--- config.mk ---
export PLATFORM = sky130hd
export DESIGN_NAME = aging_peer_table
export DESIGN_NICKNAME = d
export VERILOG_FILES = /design/src/apt_pkg.sv /design/src/apt_store.sv /design/src/aging_peer_table.sv
export SDC_FILE = /design/constraint.sdc
export NUM_CORES = 2
export LEC_CHECK = 0
export BUFFER_PORTS_ARGS = -buffer_cell sky130_fd_sc_hd__buf_2
export CORE_ASPECT_RATIO = 1.1
export CORE_MARGIN = 3
export CORE_UTILIZATION = 50
export DETAILED_ROUTE_END_ITERATION = 10
export GPL_TIMING_DRIVEN = 0
export PLACE_DENSITY = 0.66
export SYNTH_ARGS = -nofsm -noshare
export SYNTH_HDL_FRONTEND = slang
export SYNTH_HIERARCHICAL = 1
export SYNTH_SLANG_ARGS = --single-unit
--- constraint.sdc ---
create_clock -name clk -period 10.6 [get_ports clk]
set_input_delay 2.12 -clock clk [delete_from_list [all_inputs] [get_ports clk]]
set_output_delay 2.12 -clock clk [all_outputs]
set_load 0.1 [all_outputs]
--- src/apt_pkg.sv ---
// ---------------------------------------------------------------------------
// apt_pkg - shared types and constants of the aging peer table
// Field widths, topic and status codes, sequencer states and the
// per-entry classification passed from the store to the sequencer.
// ---------------------------------------------------------------------------
package apt_pkg;

	localparam int MAC_W    = 48;
	localparam int TIME_W   = 32;
	localparam int ID_W     = 24;
	localparam int TOPIC_W  = 3;
	localparam int SLOT_W   = 5;
	localparam int STATUS_W = 2;

	// results per resolve word are capped
	localparam int RESULT_LIMIT = 32;
	localparam int CNT_W        = $clog2(RESULT_LIMIT + 1);

	localparam logic [TIME_W-1:0] TIMEOUT_RESET = 32'd45000;

	localparam logic [TOPIC_W-1:0] TOPIC_STATE  = 3'd5;
	localparam logic [TOPIC_W-1:0] TOPIC_BUTTON = 3'd6;

	localparam logic [STATUS_W-1:0] STATUS_OK      = 2'd0;
	localparam logic [STATUS_W-1:0] STATUS_INVALID = 2'd1;
	localparam logic [STATUS_W-1:0] STATUS_BUSY    = 2'd2;
	localparam logic [STATUS_W-1:0] STATUS_UNKNOWN = 2'd3;

	typedef enum logic [1:0] {
		ST_IDLE,
		ST_SCAN,
		ST_FINISH,
		ST_DRAIN
	} apt_state_t;

	// classification of the entry read back in stage 1
	typedef struct packed {
		logic live;   // used and not expired
		logic own;    // used, full address equals sender
		logic clash;  // live, other address, same low 24 bits
		logic match;  // live and selected by the resolve key
	} apt_hit_t;

endpackage

--- src/apt_store.sv ---
// ---------------------------------------------------------------------------
// apt_store - entry memory of the aging peer table
// Synchronous address/last-seen memory with registered read data, used bits in
// flops, and classification of the entry read against the current word.
// ---------------------------------------------------------------------------
module apt_store #(
	parameter int PEER_ENTRIES = 32
) (
	input  logic                               clk,
	input  logic                               arst_n,
	input  logic [$clog2(PEER_ENTRIES)-1:0]    rd_idx,
	input  logic                               wr_en,
	input  logic [$clog2(PEER_ENTRIES)-1:0]    wr_idx,
	input  logic [apt_pkg::MAC_W-1:0]          wr_address,
	input  logic [apt_pkg::TIME_W-1:0]         wr_seen,
	input  logic [apt_pkg::MAC_W-1:0]          key_address,
	input  logic [apt_pkg::TIME_W-1:0]         key_now,
	input  logic [apt_pkg::TIME_W-1:0]         key_timeout,
	input  logic [apt_pkg::ID_W-1:0]           key_dest,
	input  logic                               key_all,
	output apt_pkg::apt_hit_t                  hit,
	output logic [apt_pkg::MAC_W-1:0]          rd_address
);
	import apt_pkg::*;

	localparam int ENTRY_W = MAC_W + TIME_W;

	logic [ENTRY_W-1:0]      mem_q [PEER_ENTRIES];
	logic [PEER_ENTRIES-1:0] used_q;
	logic [ENTRY_W-1:0]      rdata_s1;
	logic                    used_s1;
	logic [TIME_W-1:0]       seen_s1;
	logic [TIME_W-1:0]       age;
	logic                    same_addr;
	logic                    low_eq;
	logic                    live;

	// address and last-seen: plain RAM, no reset
	always_ff @(posedge clk) begin
		if (wr_en) begin
			mem_q[wr_idx] <= {wr_address, wr_seen};
		end
		rdata_s1 <= mem_q[rd_idx];
	end

	// used bits cleared at reset; an unused entry's stale data is never looked at
	always_ff @(posedge clk or negedge arst_n) begin
		if (!arst_n) begin
			used_q  <= '0;
			used_s1 <= 1'b0;
		end else begin
			if (wr_en) begin
				used_q[wr_idx] <= 1'b1;
			end
			used_s1 <= used_q[rd_idx];
		end
	end

	assign rd_address = rdata_s1[ENTRY_W-1:TIME_W];
	assign seen_s1    = rdata_s1[TIME_W-1:0];

	// wrapping age; timeout of zero makes everything expired
	assign age       = key_now - seen_s1;
	assign live      = used_s1 && (age < key_timeout);
	assign same_addr = (rd_address == key_address);
	assign low_eq    = (rd_address[ID_W-1:0] == key_address[ID_W-1:0]);

	always_comb begin
		hit.live  = live;
		hit.own   = used_s1 && same_addr;
		hit.clash = live && !same_addr && low_eq;
		hit.match = live && (key_all || (rd_address[ID_W-1:0] == key_dest));
	end

endmodule

--- src/aging_peer_table.sv ---
// ---------------------------------------------------------------------------
// aging_peer_table - peer table with aging, admit and resolve
// Admits uplink frames into a table of peers and resolves destinations
// to the unexpired peers that match.
// ---------------------------------------------------------------------------
// Every input word walks the whole table once: one entry is read from the
// synchronous entry memory per cycle while the output side does not hold
// the scan back; a new word is only accepted once the current one has left
// its holding register, back in idle. An admit word gives one result;
// a resolve word gives one result per unexpired peer that matches, in slot
// order, at most 32, or a single unknown-peer result. The last result of a
// word carries tlast. The table is cleared at reset through its used bits,
// so no clearing pass is needed and words are taken straight away. A
// result waits in a holding register until the next match (or the end of
// the scan) shows whether it is the last; the output register then lets
// the block start the next word while the final result still waits to be
// taken. The timeout register must only be written while the block is idle.
// ---------------------------------------------------------------------------
module aging_peer_table #(
	parameter int PEER_ENTRIES = 32
) (
	input  logic                         clk,
	input  logic                         arst_n,
	// configuration: peer_timeout_ms
	input  logic                         cfg_wr_en,
	input  logic [apt_pkg::TIME_W-1:0]   cfg_wr_data,
	// input words
	input  logic                         s_axis_tvalid,
	output logic                         s_axis_tready,
	// [47:0] source_mac, [50:48] topic, [51] id_claim_matches,
	// [83:52] now_ms, [107:84] dest_id, [108] dest_all, [111:109] zero
	input  logic [111:0]                 s_axis_tdata,
	// [0] mode
	input  logic                         s_axis_tuser,
	// result words
	output logic                         m_axis_tvalid,
	input  logic                         m_axis_tready,
	// [47:0] peer_address, [52:48] slot_index, [55:53] zero
	output logic [55:0]                  m_axis_tdata,
	// [1:0] status
	output logic [apt_pkg::STATUS_W-1:0] m_axis_tuser,
	output logic                         m_axis_tlast
);
	import apt_pkg::*;

	localparam int IDX_W = $clog2(PEER_ENTRIES);
	localparam logic [IDX_W:0] PTR_END = (IDX_W + 1)'(PEER_ENTRIES);

	apt_state_t state_q, state_d;

	// timeout register
	logic [TIME_W-1:0] timeout_q;

	// current word
	logic               mode_q;
	logic [MAC_W-1:0]   mac_q;
	logic [TOPIC_W-1:0] topic_q;
	logic               claim_q;
	logic [TIME_W-1:0]  now_q;
	logic [ID_W-1:0]    dest_q;
	logic               all_q;

	// scan pointer and read stage
	logic [IDX_W:0]   ptr_q;
	logic             valid_s1;
	logic [IDX_W-1:0] idx_s1;
	logic [IDX_W-1:0] rd_idx;
	logic             issue;
	logic             scan_done;
	apt_hit_t         hit;
	logic [MAC_W-1:0] rd_address;

	// admit accumulators
	logic             own_v_q;
	logic [IDX_W-1:0] own_idx_q;
	logic             free_v_q;
	logic [IDX_W-1:0] free_idx_q;
	logic             clash_q;

	// admit decision
	logic              topic_ok;
	logic              have_slot;
	logic [IDX_W-1:0]  admit_slot;
	logic [STATUS_W-1:0] admit_status;
	logic              admit_ok;
	logic              wr_en;

	// resolve emission
	logic [CNT_W-1:0]    cnt_q;
	logic                take;
	logic                stall;
	logic                out_free;
	logic                move;

	// holding register
	logic                pend_v_q;
	logic [STATUS_W-1:0] pend_status_q;
	logic [MAC_W-1:0]    pend_addr_q;
	logic [SLOT_W-1:0]   pend_slot_q;
	logic                pend_last_q;

	// output register
	logic                out_v_q;
	logic [STATUS_W-1:0] out_status_q;
	logic [MAC_W-1:0]    out_addr_q;
	logic [SLOT_W-1:0]   out_slot_q;
	logic                out_last_q;

	logic accept;

	assign s_axis_tready = (state_q == ST_IDLE);
	assign accept        = s_axis_tvalid && s_axis_tready;

	// -----------------------------------------------------------------------
	// entry store
	// -----------------------------------------------------------------------
	apt_store #(
		.PEER_ENTRIES(PEER_ENTRIES)
	) u_store (
		.clk         (clk),
		.arst_n      (arst_n),
		.rd_idx      (rd_idx),
		.wr_en       (wr_en),
		.wr_idx      (admit_slot),
		.wr_address  (mac_q),
		.wr_seen     (now_q),
		.key_address (mac_q),
		.key_now     (now_q),
		.key_timeout (timeout_q),
		.key_dest    (dest_q),
		.key_all     (all_q),
		.hit         (hit),
		.rd_address  (rd_address)
	);

	// -----------------------------------------------------------------------
	// scan control
	// -----------------------------------------------------------------------
	// a resolve match can only enter the holding register when the old one
	// can leave; otherwise the scan freezes and the stage-1 entry is re-read
	assign out_free = !out_v_q || m_axis_tready;
	assign take     = (state_q == ST_SCAN) && valid_s1 && mode_q && hit.match
	                  && (cnt_q < CNT_W'(RESULT_LIMIT));
	assign stall    = take && pend_v_q && !out_free;
	assign move     = pend_v_q && out_free && (take || (state_q == ST_DRAIN));

	assign issue     = (state_q == ST_SCAN) && (ptr_q != PTR_END) && !stall;
	assign rd_idx    = stall ? idx_s1 : ptr_q[IDX_W-1:0];
	assign scan_done = (state_q == ST_SCAN) && (ptr_q == PTR_END) && !valid_s1;

	// -----------------------------------------------------------------------
	// admit decision, taken in the finish cycle; the memory is only written
	// here, never during a scan, so reads and the write cannot collide
	// -----------------------------------------------------------------------
	assign topic_ok   = (topic_q == TOPIC_STATE) || (topic_q == TOPIC_BUTTON);
	assign have_slot  = own_v_q || free_v_q;
	assign admit_slot = own_v_q ? own_idx_q : free_idx_q;

	always_comb begin
		admit_status = STATUS_OK;
		if (!topic_ok || clash_q) begin
			admit_status = STATUS_INVALID;
		end else if (!have_slot) begin
			admit_status = STATUS_BUSY;
		end else if ((topic_q == TOPIC_STATE) && !claim_q) begin
			admit_status = STATUS_INVALID;
		end
	end

	assign admit_ok = (admit_status == STATUS_OK);
	assign wr_en    = (state_q == ST_FINISH) && !mode_q && admit_ok;

	// -----------------------------------------------------------------------
	// sequencer
	// -----------------------------------------------------------------------
	always_ff @(posedge clk or negedge arst_n) begin
		if (!arst_n) begin
			state_q <= ST_IDLE;
		end else begin
			state_q <= state_d;
		end
	end

	always_comb begin
		state_d = state_q;
		unique case (state_q)
			ST_IDLE: begin
				if (accept) begin
					state_d = ST_SCAN;
				end
			end
			ST_SCAN: begin
				if (scan_done) begin
					state_d = ST_FINISH;
				end
			end
			ST_FINISH: begin
				state_d = ST_DRAIN;
			end
			ST_DRAIN: begin
				if (move) begin
					state_d = ST_IDLE;
				end
			end
			default: begin
				state_d = ST_IDLE;
			end
		endcase
	end

	// timeout register
	always_ff @(posedge clk or negedge arst_n) begin
		if (!arst_n) begin
			timeout_q <= TIMEOUT_RESET;
		end else if (cfg_wr_en) begin
			timeout_q <= cfg_wr_data;
		end
	end

	// word capture
	always_ff @(posedge clk) begin
		if (accept) begin
			mode_q  <= s_axis_tuser;
			mac_q   <= s_axis_tdata[47:0];
			topic_q <= s_axis_tdata[50:48];
			claim_q <= s_axis_tdata[51];
			now_q   <= s_axis_tdata[83:52];
			dest_q  <= s_axis_tdata[107:84];
			all_q   <= s_axis_tdata[108];
		end
	end

	// pointer, read stage, counters and accumulators
	always_ff @(posedge clk or negedge arst_n) begin
		if (!arst_n) begin
			ptr_q    <= '0;
			valid_s1 <= 1'b0;
			cnt_q    <= '0;
			own_v_q  <= 1'b0;
			free_v_q <= 1'b0;
			clash_q  <= 1'b0;
		end else begin
			if (accept) begin
				ptr_q    <= '0;
				cnt_q    <= '0;
				own_v_q  <= 1'b0;
				free_v_q <= 1'b0;
				clash_q  <= 1'b0;
			end else if (issue) begin
				ptr_q <= ptr_q + 1'b1;
			end
			if (!stall) begin
				valid_s1 <= issue;
			end
			if (take && !stall) begin
				cnt_q <= cnt_q + 1'b1;
			end
			if ((state_q == ST_SCAN) && valid_s1 && !mode_q) begin
				if (hit.own && !own_v_q) begin
					own_v_q <= 1'b1;
				end
				if (!hit.live && !free_v_q) begin
					free_v_q <= 1'b1;
				end
				if (hit.clash) begin
					clash_q <= 1'b1;
				end
			end
		end
	end

	always_ff @(posedge clk) begin
		if (!stall) begin
			idx_s1 <= ptr_q[IDX_W-1:0];
		end
		if ((state_q == ST_SCAN) && valid_s1 && !mode_q) begin
			if (hit.own && !own_v_q) begin
				own_idx_q <= idx_s1;
			end
			if (!hit.live && !free_v_q) begin
				free_idx_q <= idx_s1;
			end
		end
	end

	// -----------------------------------------------------------------------
	// holding register: a result stays here until its last flag is known
	// -----------------------------------------------------------------------
	always_ff @(posedge clk or negedge arst_n) begin
		if (!arst_n) begin
			pend_v_q <= 1'b0;
		end else if (take && !stall) begin
			pend_v_q <= 1'b1;
		end else if ((state_q == ST_FINISH) && (!mode_q || (cnt_q == '0))) begin
			pend_v_q <= 1'b1;
		end else if (move) begin
			pend_v_q <= 1'b0;
		end
	end

	always_ff @(posedge clk) begin
		if (take && !stall) begin
			pend_status_q <= STATUS_OK;
			pend_addr_q   <= rd_address;
			pend_slot_q   <= SLOT_W'(idx_s1);
			pend_last_q   <= 1'b0;
		end else if (state_q == ST_FINISH) begin
			pend_last_q <= 1'b1;
			if (!mode_q) begin
				pend_status_q <= admit_status;
				pend_addr_q   <= mac_q;
				pend_slot_q   <= admit_ok ? SLOT_W'(admit_slot) : '0;
			end else if (cnt_q == '0) begin
				pend_status_q <= STATUS_UNKNOWN;
				pend_addr_q   <= '0;
				pend_slot_q   <= '0;
			end
		end
	end

	// -----------------------------------------------------------------------
	// output register
	// -----------------------------------------------------------------------
	always_ff @(posedge clk or negedge arst_n) begin
		if (!arst_n) begin
			out_v_q <= 1'b0;
		end else if (move) begin
			out_v_q <= 1'b1;
		end else if (m_axis_tready) begin
			out_v_q <= 1'b0;
		end
	end

	always_ff @(posedge clk) begin
		if (move) begin
			out_status_q <= pend_status_q;
			out_addr_q   <= pend_addr_q;
			out_slot_q   <= pend_slot_q;
			out_last_q   <= pend_last_q;
		end
	end

	assign m_axis_tvalid = out_v_q;
	assign m_axis_tdata  = {3'b000, out_slot_q, out_addr_q};
	assign m_axis_tuser  = out_status_q;
	assign m_axis_tlast  = out_last_q;

	// -----------------------------------------------------------------------
	// checks
	// -----------------------------------------------------------------------
	// nothing may be waiting in the holding register when a new word comes in
	a_idle_empty: assert property (@(posedge clk) disable iff (!arst_n)
		s_axis_tready |-> !pend_v_q)
		else $error("holding register busy while idle");

	// the read stage only carries entries during a scan
	a_s1_in_scan: assert property (@(posedge clk) disable iff (!arst_n)
		valid_s1 |-> (state_q == ST_SCAN))
		else $error("read stage active outside scan");

	// result count never passes the cap
	a_cnt_cap: assert property (@(posedge clk) disable iff (!arst_n)
		cnt_q <= CNT_W'(RESULT_LIMIT))
		else $error("result count over limit");

	// a frozen scan keeps its stage-1 entry
	a_stall_hold: assert property (@(posedge clk) disable iff (!arst_n)
		stall |=> valid_s1 && $stable(idx_s1))
		else $error("stage 1 lost during stall");

endmodule

Yosys cells after proc, flatten, opt, wreduce, memory -nomap -nowiden
Memory sizes are Yosys's and may differ from the RTL's. A register that Yosys moved wholly into a read port is not among the register bits.
Cells that the tools add are included.
{"block": "word_totals", "register_bits": 322, "ramBits": 2560, "inputBits": 150, "out_inout_bits": 61, "elab_cells": 157, "memories": 1}
{"block": "classes", "n_addsub": 3, "order_cmp": 5, "n_eq_ne": 15, "muxes": 44, "bitwise": 1, "reduce_logical": 58}
{"name": "u_store.mem_q", "words": 32, "word_bits": 80, "read_ports": 1, "rd_ports_with_merged_regs": 1, "wr": 1, "line": "apt_store.sv:28", "source": "logic [ENTRY_W-1:0] mem_q [PEER_ENTRIES];"}
{"operator": "2-to-1 mux 48 bit", "n": 4}
{"operator": "== test 24 bit", "n": 2}
{"operator": "== test 48 bit", "n": 1}
{"operator": "2-to-1 mux 5 bit", "n": 7}
{"operator": "less-than comparator 32 bit", "n": 1}
{"operator": "bitwise OR 32 bit", "n": 1}
{"operator": "subtractor 32 bit", "n": 1}
{"operator": "logical AND 1 bit", "n": 27}
{"operator": "2-to-1 mux 6 bit", "n": 4}
{"operator": "2-to-1 mux 1 bit", "n": 19}
{"operator": "2-to-1 mux 2 bit", "n": 7}
{"operator": "adder 6 x 1 -> 6 bit (second input constant)", "n": 2}
{"operator": "less-than comparator 5 x 6 -> 1 bit (second input constant)", "n": 2}
{"operator": "logical NOT 1 bit", "n": 11}
{"operator": "case mux 2 bit (4 select lines)", "n": 1}
{"operator": "AND reduction 2 bit", "n": 4}
{"operator": "nonzero test 2 bit", "n": 4}
{"operator": "logical OR 1 bit", "n": 7}
{"operator": "== test 3 bit (second input constant)", "n": 2}
{"operator": "== test 6 bit (second input constant)", "n": 1}
{"operator": "logical NOT 6 bit", "n": 1}
{"operator": "less-than comparator 6 bit (second input constant)", "n": 1}
{"operator": "!= test 6 bit (second input constant)", "n": 1}
{"operator": "binary-select mux 1 bit (select 5 bit)", "n": 1}
{"operator": "other kinds (10)", "n": 14}

Depth between registers and ports, before layout
{"block": "logic_depth", "ltp_word": 12, "ltp_mapped": 30, "mapped_depth_nobuf": 26}

Hierarchy
The synthesis kept the hierarchy.
{"module": "apt_store", "instances": 1, "cells_each": 4378, "area_each_um2": 103655.7, "seq_area_each_um2": 79301.1}
{"module": "aging_peer_table", "instances": 1, "cells_each": 528, "area_each_um2": 10128.5, "seq_area_each_um2": 8349.3}

Least setup slack after synthesis
Ideal clock, no wire load.
{"block": "synth_timing", "path_type": "register to register", "startpoint": "register now_q[1]", "endpoint": "register out_last_q (netlist: m_axis_tlast), enable pin", "setup_time_ns": 0.472, "arrival_ns": 6.559, "required_time_ns": 10.128, "slack_ns": 3.569, "stages_incl_launch_ff": 19, "path_buffers": 0, "period_less_slack_ns": 7.031, "path_cell_list": "edfxtp_1 > ha_1 > nor2b_1 > o31a_1 > o211ai_1 > a21oi_1 > o31a_1 > a21o_1 > a311o_1 > ha_1 > and4_1 > nand3_1 > or3_1 > o2111ai_1 > a21oi_1 > o31ai_1 > nor3_1 > a21oi_1 > nor2_1"}
{"item": "from (decl)", "line": "aging_peer_table.sv:59", "source": "logic [TIME_W-1:0] now_q;"}
{"item": "from (signal assigned)", "line": "aging_peer_table.sv:227", "source": "now_q <= s_axis_tdata[83:52];"}
{"item": "to (signal assigned)", "line": "aging_peer_table.sv:339", "source": "out_last_q <= pend_last_q;"}
{"item": "to (decl)", "line": "aging_peer_table.sv:107", "source": "logic out_last_q;"}

==> summary.txt <==
Setup path
  • Most numerous cell on the critical path: o21ai_0
  • Crit Path Max Fanout: 33
  • Critical Path RT: 11,410 ps
  • Kind of critical path: register to register
  • Crit path launch type: register
  • R2R cell count: 31
  • Slowest cell on the critical path: edfxtp_1
  • Worst Path Arrival: 11,110 ps
  • Type of element capturing the critical path: register
  • CP max stage delay: 980 ps

Pwr
  • Lkg Pwr: 42.11 nW
  • Internal: 22.03 mW
  • Seq pwr share: 46.7%
  • Pwr Total: 29.68 mW
  • Worst vdd rail ir drop: 0.2021 mV
  • Cell Pwr Density: 225.5 nW/um^2
  • Switch Pwr: 7.652 mW
  • Clock power frac: 35.4%
  • Switch share: 25.78%
  • Comb power frac: 17.8%

Global route
  • Total gr overflow: 0
  • Initial antenna violation count: 13
  • Total track usage: 25.28%
  • Largest net degree at the start of global routing: 66
  • First-pass GRT wire length: 413,800 um
  • Vias in the first global route: 55,750

Die
  • Core area: 226,200 um^2
  • Initial Util: 50.30%
  • I/O Pins: 211
  • Overall die area: 233,300 um^2
  • Die W: 460.8 um
  • Site Rows: 183
  • Die height: 506.3 um

Clocking
  • Clk buf depth: 4
  • CTS clock-pin slew for the worst setup and hold paths: 60 ps
  • Clock sink total: 2,962
  • Clock root buffer: clkbuf_16
  • Setup bufs post-CTS: 0
  • CTS tree: built
  • Worst-skew pair later-pin latency: 950 ps
  • Cts-stage hold buffer count: 0
  • CTS H-tree depth: 5
  • Num CTS Buffers: 312

Route
  • DR vias/cell: 6.255
  • Via count: 54,800
  • DR DRC count: 0
  • Starting DRT DRC Count: 6,033
  • 1st-pass router iterations: 6
  • Detail Route Antenna Nets: 0
  • WL per Instance: 33.45 um
  • Routed wire length: 293,100 um

Synthesis
  • Area leader, netlist: edfxtp_1
  • Ys flop type: edfxtp_1
  • EDFF count, synth: 2,789
  • Sequential share of the synthesized area: 77.03%
  • Ys Warns: 6
  • Synth top area share: 73.60%
  • Post-Syn Area: 113,800 um^2
  • Synth top area cells: edfxtp_1 74%, mux4_2 16%, dfrtp_1 1.7%
  • Mapped Avg Cell Area: 23.19 um^2
  • Yosys reg bits: 2,962
  • Cells after synthesis: 4,906
  • Share of async-settable or async-resettable flops after synthesis: 2.870%
  • Cell variety after synth: 68

STA
  • Worst hold slack: 419.5 ps
  • Final Max Slew Viols: 0
  • Pin slew with the least headroom to its limit: 1481 ps
  • Fin. Hold Viols: 0
  • RSZ-0062 raised after global routing: true
  • Slew headroom: 1.251%
  • Final setup vio count: 0
  • Worst setup margin: 295.0 ps
  • Clock skew: 51.43 ps
  • Sum Neg Setup Slack: 0 ps
  • Final period util: 97.22%
  • Minimum clock period: 10,300 ps
  • FMAX: 97.04 MHz

Worst hold path
  • Hold Path Stages: 0
  • Worst Hold Class: register to register

Placed design
  • Placed Area: 121,800 um^2
  • Routability cong.: 0.8266
  • I/O Buffers: 203
  • Pre-CTS WS: -472.1 ps
  • Placed Cells: 8,212
  • Hpwl dp: 190,600 um

Finish
  • Proportion of layout cells with a drive suffix above 1: 34.05%
  • Multi-input logic area: 24,610 um^2
  • Most common cell after layout, fill and taps aside: edfxtp_1
  • Fin area: 131,600 um^2
  • Most used cells in the layout excluding fill and tap cells: 2,789 x edfxtp_1, 810 x mux4_2, 319 x clkbuf_16
  • Layout area overhead: 15.66%
  • Filler cells: 15,980
  • Register area: 87,650 um^2
  • Final core utilization: 58.17%
  • # nets final: 5,786
  • Fin cells: 8,762

Outcome
  • Status: finished clean

Job
  • Max-cap violations: 0
## layer usage
metal / GRT usage (%) / up-vias / routed length [um] / share of wire, %
met3: 4.479 / 502 / 23700 / 8.1
met1: 33.43 / 29610 / 109300 / 37
li1: - / 22000 / - / -
met4: 9.737 / 2 / 11550 / 3.9
met5: 0 / - / 15 / 0.0051
met2: 42.19 / 2695 / 148500 / 51
## state kept, by name (all words and copies together) (netlist names), 6 cells and up
| name | count |
|---|---|
| dest_q | 24 |
| cnt_q | 6 |
| out_addr_q | 48 |
| ptr_q | 6 |
| u_store/used_q | 32 |
| pend_addr_q | 48 |
| u_store/rdata_s1 | 80 |
| u_store/mem_q | 2560 |
| timeout_q | 32 |
| now_q | 32 |
| mac_q | 48 |
## critical path: cells and delay by family (launching register included)
family / cells / cell delay (ps)
compound gates: 9 / 2260
fa+ha+maj: 3 / 880
buf+inv: 7 / 2600
flops: 1 / 980
mux: 3 / 1260
simple gates: 9 / 2150
## synthesized netlist by cell type, types with 5 or more instances
library cell / count
nor2_1: 71
nor4_1: 15
inv_1: 81
ha_1: 70
nand2_1: 44
buf_2: 37
o21ai_0: 36
o21a_1: 10
a22o_1: 54
or2_2: 33
nand3_1: 22
clkbuf_1: 116
mux4_2: 810
a21oi_1: 49
xnor2_1: 45
nor4b_1: 5
nor2b_1: 6
or3_1: 5
nand4_1: 19
mux2_2: 119
edfxtp_1: 2789
a21o_1: 25
o211ai_1: 5
buf_1: 20
dfstp_2: 9
xor2_1: 54
dfrtp_1: 76
buf_4: 85
nor3_1: 8
dfxtp_1: 88
buf_6: 14
a31oi_1: 8
nand3b_1: 7
## cells by family after synthesis
group	Yosys count	synth area share, %
adder cells (fa/ha/maj)	71	0.7873
multiplexers	933	17.25
XOR/XNOR	99	0.7620
AND/OR/NAND/NOR	264	1.224
other	1	0.003296
buffers and inverters	355	1.585
flip-flops	2962	77.03
AO/OA/AOI/OAI	221	1.360
## power groups by stage
stage / Combinational (mW) / Clock, mW / Sequential, mW
5_1_grt: 5.60 / 11.1 / 13.9
3_3_place_gp: 5.23 / 0 / 14.1
6_report: 5.30 / 10.5 / 13.9
3_5_place_dp: 5.32 / 0 / 14.1
2_1_floorplan: 3.60 / 0 / 14.0
4_1_cts: 5.35 / 10.7 / 13.9
## layout make-up
cell class | count | area share, %
sequential | 2962 | 66.60
multi-input combinational | 1591 | 18.70
clock buffer | 412 | 6.453
timing repair buffer | 344 | 3.021
tap | 2960 | 2.814
buffer | 271 | 1.211
clock inverter | 129 | 0.9346
inverter | 83 | 0.2405
antenna | 10 | 0.01902
## path summary, 6_finish.rpt
kind                                      start                   end  slack, ps
worst max-delay path                   now_q[0]  u_store/rdata_s1[62]        300
worst min-delay path            pend_addr_q[18]        out_addr_q[18]        420
worst max register to register         now_q[0]  u_store/rdata_s1[62]        300
worst min register to register  pend_addr_q[18]        out_addr_q[18]        420
max in group asynchronous                arst_n              ptr_q[3]       8710
min in group asynchronous                arst_n          timeout_q[1]       1140
## what timing repair did
item,4_1_cts,5_1_grt
resized for setup,7,144
pin swaps,0,0
setup endpoints to repair,77,81
Power figures use the tool's default switching activity.
